--- config.mk ---
export PLATFORM = sky130hd
export DESIGN_NAME = audio_channel_downmix_upmix_top
export DESIGN_NICKNAME = d
export VERILOG_FILES = /design/src/sv/acdm_pkg.sv /design/src/sv/acdm_mix.sv /design/src/sv/audio_channel_downmix_upmix_top.sv
export SDC_FILE = /design/constraint.sdc
export NUM_CORES = 2
export LEC_CHECK = 0
export CORE_UTILIZATION = 61
export CTS_BUF_LIST = sky130_fd_sc_hd__clkbuf_16
export CTS_CLUSTER_DIAMETER = 150
export DETAILED_ROUTE_END_ITERATION = 8
export DONT_BUFFER_PORTS = 1
export GPL_TIMING_DRIVEN = 0
export PLACE_DENSITY = 0.86
export SYNTH_ARGS = -nofsm -noshare
export SYNTH_HDL_FRONTEND = slang
export SYNTH_SLANG_ARGS = --single-unit
--- constraint.sdc ---
create_clock -name clk -period 11.5 [get_ports clk]
set_clock_uncertainty 0.15 [all_clocks]
set_input_delay 0.575 -clock clk [delete_from_list [all_inputs] [get_ports clk]]
set_output_delay 0.575 -clock clk [all_outputs]
set_load 0.01 [all_outputs]
--- src/sv/acdm_pkg.sv ---
package acdm_pkg;

    localparam int SAMPLE_WIDTH   = 24;
    localparam int COEF_FRAC_BITS = 14;

    // coefficient width holds the largest coefficient plus a sign bit
    localparam int COEF_W  = COEF_FRAC_BITS + 2;
    localparam int PROD_W  = SAMPLE_WIDTH + COEF_W;
    localparam int SCALE_W = SAMPLE_WIDTH + 1;
    localparam int SUM_W   = SAMPLE_WIDTH + 3;

    localparam int COEF_SEVEN_TENTHS = ((7 << COEF_FRAC_BITS) + 5) / 10;
    localparam int COEF_ONE_HALF     = 1 << (COEF_FRAC_BITS - 1);

    localparam int STORE_DEPTH = 5;
    localparam int MAX_RESULTS = 4;

    // configuration register indexes
    localparam logic [3:0] REG_IN_COUNT  = 4'd0;
    localparam logic [3:0] REG_OUT_COUNT = 4'd1;

    // conversion modes
    localparam logic [2:0] MODE_PASS = 3'd0;
    localparam logic [2:0] MODE_UP12 = 3'd1;
    localparam logic [2:0] MODE_DN21 = 3'd2;
    localparam logic [2:0] MODE_UP24 = 3'd3;
    localparam logic [2:0] MODE_DN42 = 3'd4;
    localparam logic [2:0] MODE_DN52 = 3'd5;
    localparam logic [2:0] MODE_DN62 = 3'd6;

    typedef logic [STORE_DEPTH-1:0][SAMPLE_WIDTH-1:0] store_t;

    // results of one input sample
    typedef struct packed {
        logic [2:0]                                cnt;
        logic [2:0]                                base;
        logic [MAX_RESULTS-1:0][SAMPLE_WIDTH-1:0]  smp;
    } mix_t;

endpackage

--- src/sv/acdm_mix.sv ---
module acdm_mix
    import acdm_pkg::*;
(
    input  logic [SAMPLE_WIDTH-1:0] sample,
    input  logic [2:0]              mode,
    input  logic                    done,
    input  logic [2:0]              ch,
    input  store_t                  store,
    output mix_t                    mix
);

    // rounded product, half lsb ties toward plus infinity
    function automatic logic signed [SCALE_W-1:0] scale_coef(
        input logic signed [SAMPLE_WIDTH-1:0] x,
        input logic signed [COEF_W-1:0]       coef
    );
        logic signed [PROD_W-1:0] prod;
        prod = x * coef;
        prod = prod + PROD_W'(COEF_ONE_HALF);
        return prod[COEF_FRAC_BITS +: SCALE_W];
    endfunction

    function automatic logic [SAMPLE_WIDTH-1:0] sat(input logic signed [SUM_W-1:0] v);
        logic [SUM_W-SAMPLE_WIDTH:0] upper;
        upper = v[SUM_W-1:SAMPLE_WIDTH-1];
        if (upper == '0 || upper == '1)
            return v[SAMPLE_WIDTH-1:0];
        else if (v[SUM_W-1])
            return {1'b1, {(SAMPLE_WIDTH-1){1'b0}}};
        else
            return {1'b0, {(SAMPLE_WIDTH-1){1'b1}}};
    endfunction

    logic signed [SAMPLE_WIDTH-1:0] s, f0, f1, f2, f3, f4;
    logic signed [SCALE_W-1:0]      sev_f2, sev_s, half_f2, half_f3, half_f4, half_s;
    logic signed [SAMPLE_WIDTH:0]   pair_sum;
    logic signed [SUM_W-1:0]        sum_l, sum_r;

    assign s  = $signed(sample);
    assign f0 = $signed(store[0]);
    assign f1 = $signed(store[1]);
    assign f2 = $signed(store[2]);
    assign f3 = $signed(store[3]);
    assign f4 = $signed(store[4]);

    assign sev_f2  = scale_coef(f2, COEF_W'(COEF_SEVEN_TENTHS));
    assign sev_s   = scale_coef(s,  COEF_W'(COEF_SEVEN_TENTHS));
    assign half_f2 = scale_coef(f2, COEF_W'(COEF_ONE_HALF));
    assign half_f3 = scale_coef(f3, COEF_W'(COEF_ONE_HALF));
    assign half_f4 = scale_coef(f4, COEF_W'(COEF_ONE_HALF));
    assign half_s  = scale_coef(s,  COEF_W'(COEF_ONE_HALF));

    assign pair_sum = SCALE_W'(f0) + SCALE_W'(s);

    always_comb
    begin
        sum_l = '0;
        sum_r = '0;
        mix   = '0;
        case (mode)
            MODE_UP12:
            begin
                mix.cnt    = 3'd2;
                mix.smp[0] = s;
                mix.smp[1] = s;
            end
            MODE_DN21:
            begin
                mix.cnt    = done ? 3'd1 : 3'd0;
                mix.smp[0] = pair_sum[SAMPLE_WIDTH:1];
            end
            MODE_UP24:
            begin
                mix.cnt    = done ? 3'd4 : 3'd0;
                mix.smp[0] = f0;
                mix.smp[1] = s;
                mix.smp[2] = f0;
                mix.smp[3] = s;
            end
            MODE_DN42:
            begin
                sum_l      = SUM_W'(f0) + SUM_W'(sev_f2);
                sum_r      = SUM_W'(f1) + SUM_W'(sev_s);
                mix.cnt    = done ? 3'd2 : 3'd0;
                mix.smp[0] = sat(sum_l);
                mix.smp[1] = sat(sum_r);
            end
            MODE_DN52:
            begin
                sum_l      = SUM_W'(f0) + SUM_W'(half_f2) + SUM_W'(f3);
                sum_r      = SUM_W'(f1) + SUM_W'(half_f2) + SUM_W'(s);
                mix.cnt    = done ? 3'd2 : 3'd0;
                mix.smp[0] = sat(sum_l);
                mix.smp[1] = sat(sum_r);
            end
            MODE_DN62:
            begin
                sum_l      = SUM_W'(f0) + SUM_W'(half_f2) + SUM_W'(half_f3)
                             + SUM_W'(half_f4);
                sum_r      = SUM_W'(f1) + SUM_W'(half_f2) + SUM_W'(half_f3)
                             + SUM_W'(half_s);
                mix.cnt    = done ? 3'd2 : 3'd0;
                mix.smp[0] = sat(sum_l);
                mix.smp[1] = sat(sum_r);
            end
            default:
            begin
                mix.cnt    = 3'd1;
                mix.base   = ch;
                mix.smp[0] = s;
            end
        endcase
    end

endmodule

--- src/sv/audio_channel_downmix_upmix_top.sv ---
// audio channel layout converter (downmix / upmix)
// input: s_tvalid/s_tready/s_tdata, one interleaved q1.23 sample per transaction
// output: m_tvalid/m_tready/m_tdata/m_tlast, one converted sample per transaction;
//   m_tlast marks the last output caused by one input sample
// config: cfg_valid/cfg_ready/cfg_index/cfg_data, index 0 = input channel count,
//   index 1 = output channel count; a write to either register restarts the frame.
//   write only while idle; cfg_ready is always high
// except in pass-through and 1->2, frames are collected internally; the sample that
// completes a frame releases that frame's outputs, earlier ones produce nothing
// a taken sample sits in the input register, its results then in the result register
// throughput: one input per cycle while m_tready is high, when it yields at most one
//   output; an input that yields more than one output holds the result register until
//   the last is sent, since the result register sends one output per cycle while
//   m_tready is high (1->2 and 2->4 give two outputs per input on average)
// reset: counts return to 2 and 2, frame position to 0, both stages empty
// stall: while m_tready is low the result register holds; the input register
//   still takes samples until it holds one that has outputs, then s_tready
//   drops until the result register frees up
module audio_channel_downmix_upmix_top
    import acdm_pkg::*;
(
    input  logic        clk,
    input  logic        rst_n,
    input  logic        s_tvalid,
    output logic        s_tready,
    input  logic [23:0] s_tdata,     // [23:0] sample_in
    output logic        m_tvalid,
    input  logic        m_tready,
    output logic [31:0] m_tdata,     // [23:0] sample_out, [26:24] out_channel, zero above
    output logic        m_tlast,     // run_end
    input  logic        cfg_valid,
    output logic        cfg_ready,
    input  logic [3:0]  cfg_index,
    input  logic [7:0]  cfg_data
);

    // configuration and frame state
    logic [3:0] in_count_reg, out_count_reg;
    logic [2:0] fpos_reg, fpos_next;
    store_t     frame_store_reg;

    // input stage
    logic                    a_valid_reg;
    logic [SAMPLE_WIDTH-1:0] a_sample_reg;
    logic [2:0]              a_mode_reg;
    logic                    a_done_reg;
    logic [2:0]              a_ch_reg;

    // result stage
    logic [2:0]                               b_cnt_reg;
    logic [1:0]                               b_idx_reg;
    logic [2:0]                               b_base_reg;
    logic [MAX_RESULTS-1:0][SAMPLE_WIDTH-1:0] b_smp_reg;

    logic       in_take, out_take, b_last, b_free, a_adv, b_load;
    logic [2:0] mode;
    logic       collect_mode;
    logic [3:0] n_eff;
    logic [2:0] pos;
    logic       wrap;
    mix_t       mix;

    // mode from the channel count pair
    always_comb
    begin
        mode         = MODE_PASS;
        collect_mode = 1'b0;
        n_eff        = in_count_reg;
        if (in_count_reg == 4'd1 && out_count_reg == 4'd2)
            mode = MODE_UP12;
        else if (in_count_reg == 4'd2 && out_count_reg == 4'd1)
            mode = MODE_DN21;
        else if (in_count_reg == 4'd2 && out_count_reg == 4'd4)
            mode = MODE_UP24;
        else if (in_count_reg == 4'd4 && out_count_reg == 4'd2)
            mode = MODE_DN42;
        else if (in_count_reg == 4'd5 && out_count_reg == 4'd2)
            mode = MODE_DN52;
        else if (in_count_reg == 4'd6 && out_count_reg == 4'd2)
            mode = MODE_DN62;
        collect_mode = (mode != MODE_PASS) && (mode != MODE_UP12);
        // pass-through frame length clamps to 1..8
        if (in_count_reg == 4'd0)
            n_eff = 4'd1;
        else if (in_count_reg > 4'd8)
            n_eff = 4'd8;
    end

    // frame position bookkeeping
    always_comb
    begin
        pos  = ({1'b0, fpos_reg} >= n_eff) ? 3'd0 : fpos_reg;
        wrap = ({1'b0, pos} + 4'd1) >= n_eff;
        if (mode == MODE_UP12 || wrap)
            fpos_next = 3'd0;
        else
            fpos_next = pos + 3'd1;
    end

    // handshakes
    assign b_last   = ({1'b0, b_idx_reg} + 3'd1) == b_cnt_reg;
    assign out_take = m_tvalid && m_tready;
    assign b_free   = (b_cnt_reg == 3'd0) || (out_take && b_last);
    assign a_adv    = a_valid_reg && (b_free || mix.cnt == 3'd0);
    assign b_load   = a_valid_reg && b_free && (mix.cnt != 3'd0);
    assign s_tready = !a_valid_reg || a_adv;
    assign in_take  = s_tvalid && s_tready;
    assign cfg_ready = 1'b1;

    acdm_mix u_mix (
        .sample (a_sample_reg),
        .mode   (a_mode_reg),
        .done   (a_done_reg),
        .ch     (a_ch_reg),
        .store  (frame_store_reg),
        .mix    (mix)
    );

    // configuration registers and frame position
    always_ff @(posedge clk or negedge rst_n)
    begin
        if (!rst_n)
        begin
            in_count_reg  <= 4'd2;
            out_count_reg <= 4'd2;
            fpos_reg      <= 3'd0;
        end
        else if (cfg_valid && cfg_ready &&
                 (cfg_index == REG_IN_COUNT || cfg_index == REG_OUT_COUNT))
        begin
            if (cfg_index == REG_IN_COUNT)
                in_count_reg <= cfg_data[3:0];
            else
                out_count_reg <= cfg_data[3:0];
            fpos_reg <= 3'd0;
        end
        else if (in_take)
        begin
            fpos_reg <= fpos_next;
        end
    end

    // earlier channels of the current frame
    always_ff @(posedge clk)
    begin
        for (int i = 0; i < STORE_DEPTH; i++)
        begin
            if (in_take && collect_mode && !wrap && pos == 3'(i))
                frame_store_reg[i] <= s_tdata;
        end
    end

    // input register
    always_ff @(posedge clk or negedge rst_n)
    begin
        if (!rst_n)
            a_valid_reg <= 1'b0;
        else if (in_take)
            a_valid_reg <= 1'b1;
        else if (a_adv)
            a_valid_reg <= 1'b0;
    end

    always_ff @(posedge clk)
    begin
        if (in_take)
        begin
            a_sample_reg <= s_tdata;
            a_mode_reg   <= mode;
            a_done_reg   <= wrap;
            a_ch_reg     <= pos;
        end
    end

    // result register, sends one output per cycle while m_tready is high
    always_ff @(posedge clk or negedge rst_n)
    begin
        if (!rst_n)
        begin
            b_cnt_reg <= 3'd0;
            b_idx_reg <= 2'd0;
        end
        else if (b_load)
        begin
            b_cnt_reg <= mix.cnt;
            b_idx_reg <= 2'd0;
        end
        else if (out_take && b_last)
        begin
            b_cnt_reg <= 3'd0;
        end
        else if (out_take)
        begin
            b_idx_reg <= b_idx_reg + 2'd1;
        end
    end

    always_ff @(posedge clk)
    begin
        if (b_load)
        begin
            b_smp_reg  <= mix.smp;
            b_base_reg <= mix.base;
        end
    end

    assign m_tvalid = b_cnt_reg != 3'd0;
    assign m_tlast  = b_last;
    assign m_tdata  = {5'd0, b_base_reg + {1'b0, b_idx_reg}, b_smp_reg[b_idx_reg]};

endmodule

==> summary.md <==
| Metric | Value |
|---|---|
| Outcome | `finished, final reports clean` |
| Routed WL | `about 110,000 um` |
| Critical path fanouts, max | `9` |
| R2R Path Start | `frame_store_reg[52]` |
| Met3 WL post-DR | `approximately 11,000 um` |
| Post-synthesis cell area | `between 30,000 and 40,000 um2` |
| Top routing layer in use | `met5` |
| Share of the yosys chip area belonging to registers | `0.203` |
| EDFF count, synth | `250` |
| Final Setup Violations | `0` |
| Vias | `between 30,000 and 40,000` |
| Hold WC Path Type | `in2reg` |
| Max reg flops | `between 100 and 150` |
| Flops & latches, synth | `around 270` |
| Drt pass-1 iters | `7` |
| Maximum clock path buffer count | `3` |
| GRT overflow | `0` |
| Routed wire per std cell | `22.7 um` |
| Fin. Hold Viols | `0` |
| RSZ-0062 raised after global routing | `false` |
| Clock Latency Late Sink | `0.58 ns` |
| Die footprint | `about 65,000 um2` |
| Cells after synthesis | `~4,100` |
| Clk slew on worst S/H paths | `0.08 ns` |
| Vias/cell | `roughly 6.5` |
| Post-Route M1 WL | `approximately 45,000 um` |
| Routed Antenna Nets | `0` |
| Fin util | `0.659` |
| Initial antenna violation count | `8` |
| GPL Wtd Cong | `approximately 1.0` |
| Metal2 WL | `49,000 um` |
| I/O pin cnt | `77` |
| First-pass GRT wire length | `175,000 um` |
| Post-synth ARST share | `0.0637` |
| Slew Limit Fails | `0` |
| Htree depth | `1` |
| Layout cell share with drive strength beyond 1 | `0.0339` |
| DP HPWL | `just over 90,000 um` |
| Final-stage net count | `roughly 5,200` |
| Number of global-route vias before repair | `between 30,000 and 40,000` |
| Critical Path Max Stage Delay | `around 1.0 ns` |
| Post-synth cell types | `93` |
| Setup TNS Final | `0 ns` |
| CP Data Required Time | `11.63 ns` |
| Syn avg cell area | `roughly 9.6 um2` |
| CTS sink count | `between 200 and 300` |
| CTS tree | `built` |
| Largest net degree at the start of global routing | `33` |
| Initial drt markers | `4,047` |
| Post-CTS Repair Setup Buffers | `0` |
| Worst Setup EP | `b_smp_reg[0]` |
| Worst slew margin | `0.0956` |
| Max Freq | `between 80 and 90 MHz` |
| Critical path launch point type | `flop` |
| CP max-delay cell | `o21ai_1` |
| Ys Warns | `0` |
| Initial Utilization | `0.619` |
| FILL cells | `4,708` |
| Kind of critical path | `reg2reg` |
| CP Capture Type | `flop` |
| Most common flop cell mapped by yosys | `edfxtp_1` |
| Critical path arrival | `11.43 ns` |
| Root buffer cell | `clkbuf_16` |
| Area Overhead vs Synth | `6.41%` |
| FF-to-FF path depth | `33` |
| Critical Path Source | `frame_store_reg[52]` |
| Die W | `roughly 260 um` |
| Final period util | `0.983` |
| DRC Markers | `0` |
| Clock buffer count from CTS | `28` |
| PortBufs | `0` |
| Tmin final | `~11 ns` |
| Die Y | `255 um` |
| Max Cap Violations | `0` |
| Core area | `roughly 63,000 um2` |
| Worst reg2reg endpoint | `b_smp_reg[0]` |
| Setup slack, reg-to-reg | `~0.2 ns` |
| Rows | `between 90 and 100` |
| Worst-Margin Slew | `~1.3 ns` |
| Total GRT Usage | `0.353` |
==> repair_timing <==
| item | 4_1_cts | 5_1_grt |
|---|---|---|
| hold endpoints to repair | 170 | 0 |
| gates resized for setup | 0 | 0 |
| hold buffers | 31 | 0 |
==> metal layers <==
metal | vias up | global-route usage
met5 | - | 0
met4 | 4 | 0.229
met3 | 425 | 0.0584
met2 | 1834 | 0.540
met1 | 15518 | 0.466
li1 | 14861 | -
==> area by class of cell <==
| class | count | area [um2] | area share |
|---|---|---|---|
| inverter | 507 | 1900 | 0.0457 |
| tap | 846 | 1060 | 0.0254 |
| timing repair buffer | 41 | 435 | 0.0105 |
| multi-input combinational | 3256 | 29000 | 0.698 |
| buffer | 66 | 278 | 0.00667 |
| clock buffer | 29 | 726 | 0.0174 |
| clock inverter | 23 | 238 | 0.00571 |
| antenna | 4 | 10.0 | 0.000241 |
| sequential | 267 | 7940 | 0.191 |
==> metrics by stage <==
stage	instance area, um2	setup WS [ns]	hold WS (ns)	cells
after CTS	41600	0.744	0.000895	5034
after detailed placement	40300	0.865	0.130	4951
after global placement	40200	0.966	0.130	4942
after floorplan	39100	2.90	0.129	4096
after global routing	41600	0.0220	0.000923	5038
final	41600	0.200	0.00896	5039
==> how the worst min path moves through the flow <==
stage / endpoint / from / depth (start not counted)
after CTS: out_count_reg[2] / cfg_data[2] / 1
after floorplan: a_valid_reg / rst_n / 0
final: out_count_reg[2] / cfg_data[2] / 1
after global routing: out_count_reg[2] / cfg_data[2] / 1
after global placement: in_count_reg[2] / rst_n / 0
after detailed placement: in_count_reg[2] / rst_n / 0
==> cells in the final DEF (no fill, tap or decap), types with 40 or more instances in the layout <==
cell	n
ha_1	662
inv_1	508
fa_1	291
xnor2_1	264
a21oi_1	253
edfxtp_1	250
nor2_1	212
o21ai_0	212
nand2_1	203
a21o_1	117
xor2_1	110
nand3_1	103
and3_1	94
nor3_1	69
clkbuf_1	51
nor2b_1	46
o21a_1	46
nand4_1	40
==> Yosys cell counts (all sizes together), types with 69 or more instances <==
cell type,instances,area (um2)
nor3,69,345
a21o,117,878
a21oi,257,1300
ha,662,8280
xor2,110,963
and3,94,588
nand2,203,762
fa,291,5830
nand3,103,515
o21ai,218,1090
nor2,212,796
xnor2,264,2310
inv,507,1900
edfxtp,250,7510
==> kinds of logic (layout without fill, tap and decap cells) <==
group	count (synthesis)	in the layout	synth area share
other	2	10	0.000192
xor gates and xnor gates	374	374	0.0837
muxes	37	37	0.0174
AOI/OAI and AO/OA	976	976	0.163
adders and majority gates	953	953	0.361
buffers and inverters	573	666	0.0558
DFF	267	267	0.203
and+or+nand+nor	910	910	0.116
==> critical path, delay by kind of cell (launching register included) <==
| kind | cells | cell delay, ns |
|---|---|---|
| XOR/XNOR | 2 | 0.34 |
| buffers and inverters | 5 | 0.73 |
| flip-flops | 1 | 0.60 |
| adder cells (fa/ha/maj) | 8 | 3.56 |
| AO/OA/AOI/OAI | 15 | 5.10 |
| AND/OR/NAND/NOR | 3 | 0.51 |
Power is not shown: default switching activity piles up to over one toggle a cycle in this logic, so the estimate is an artifact.
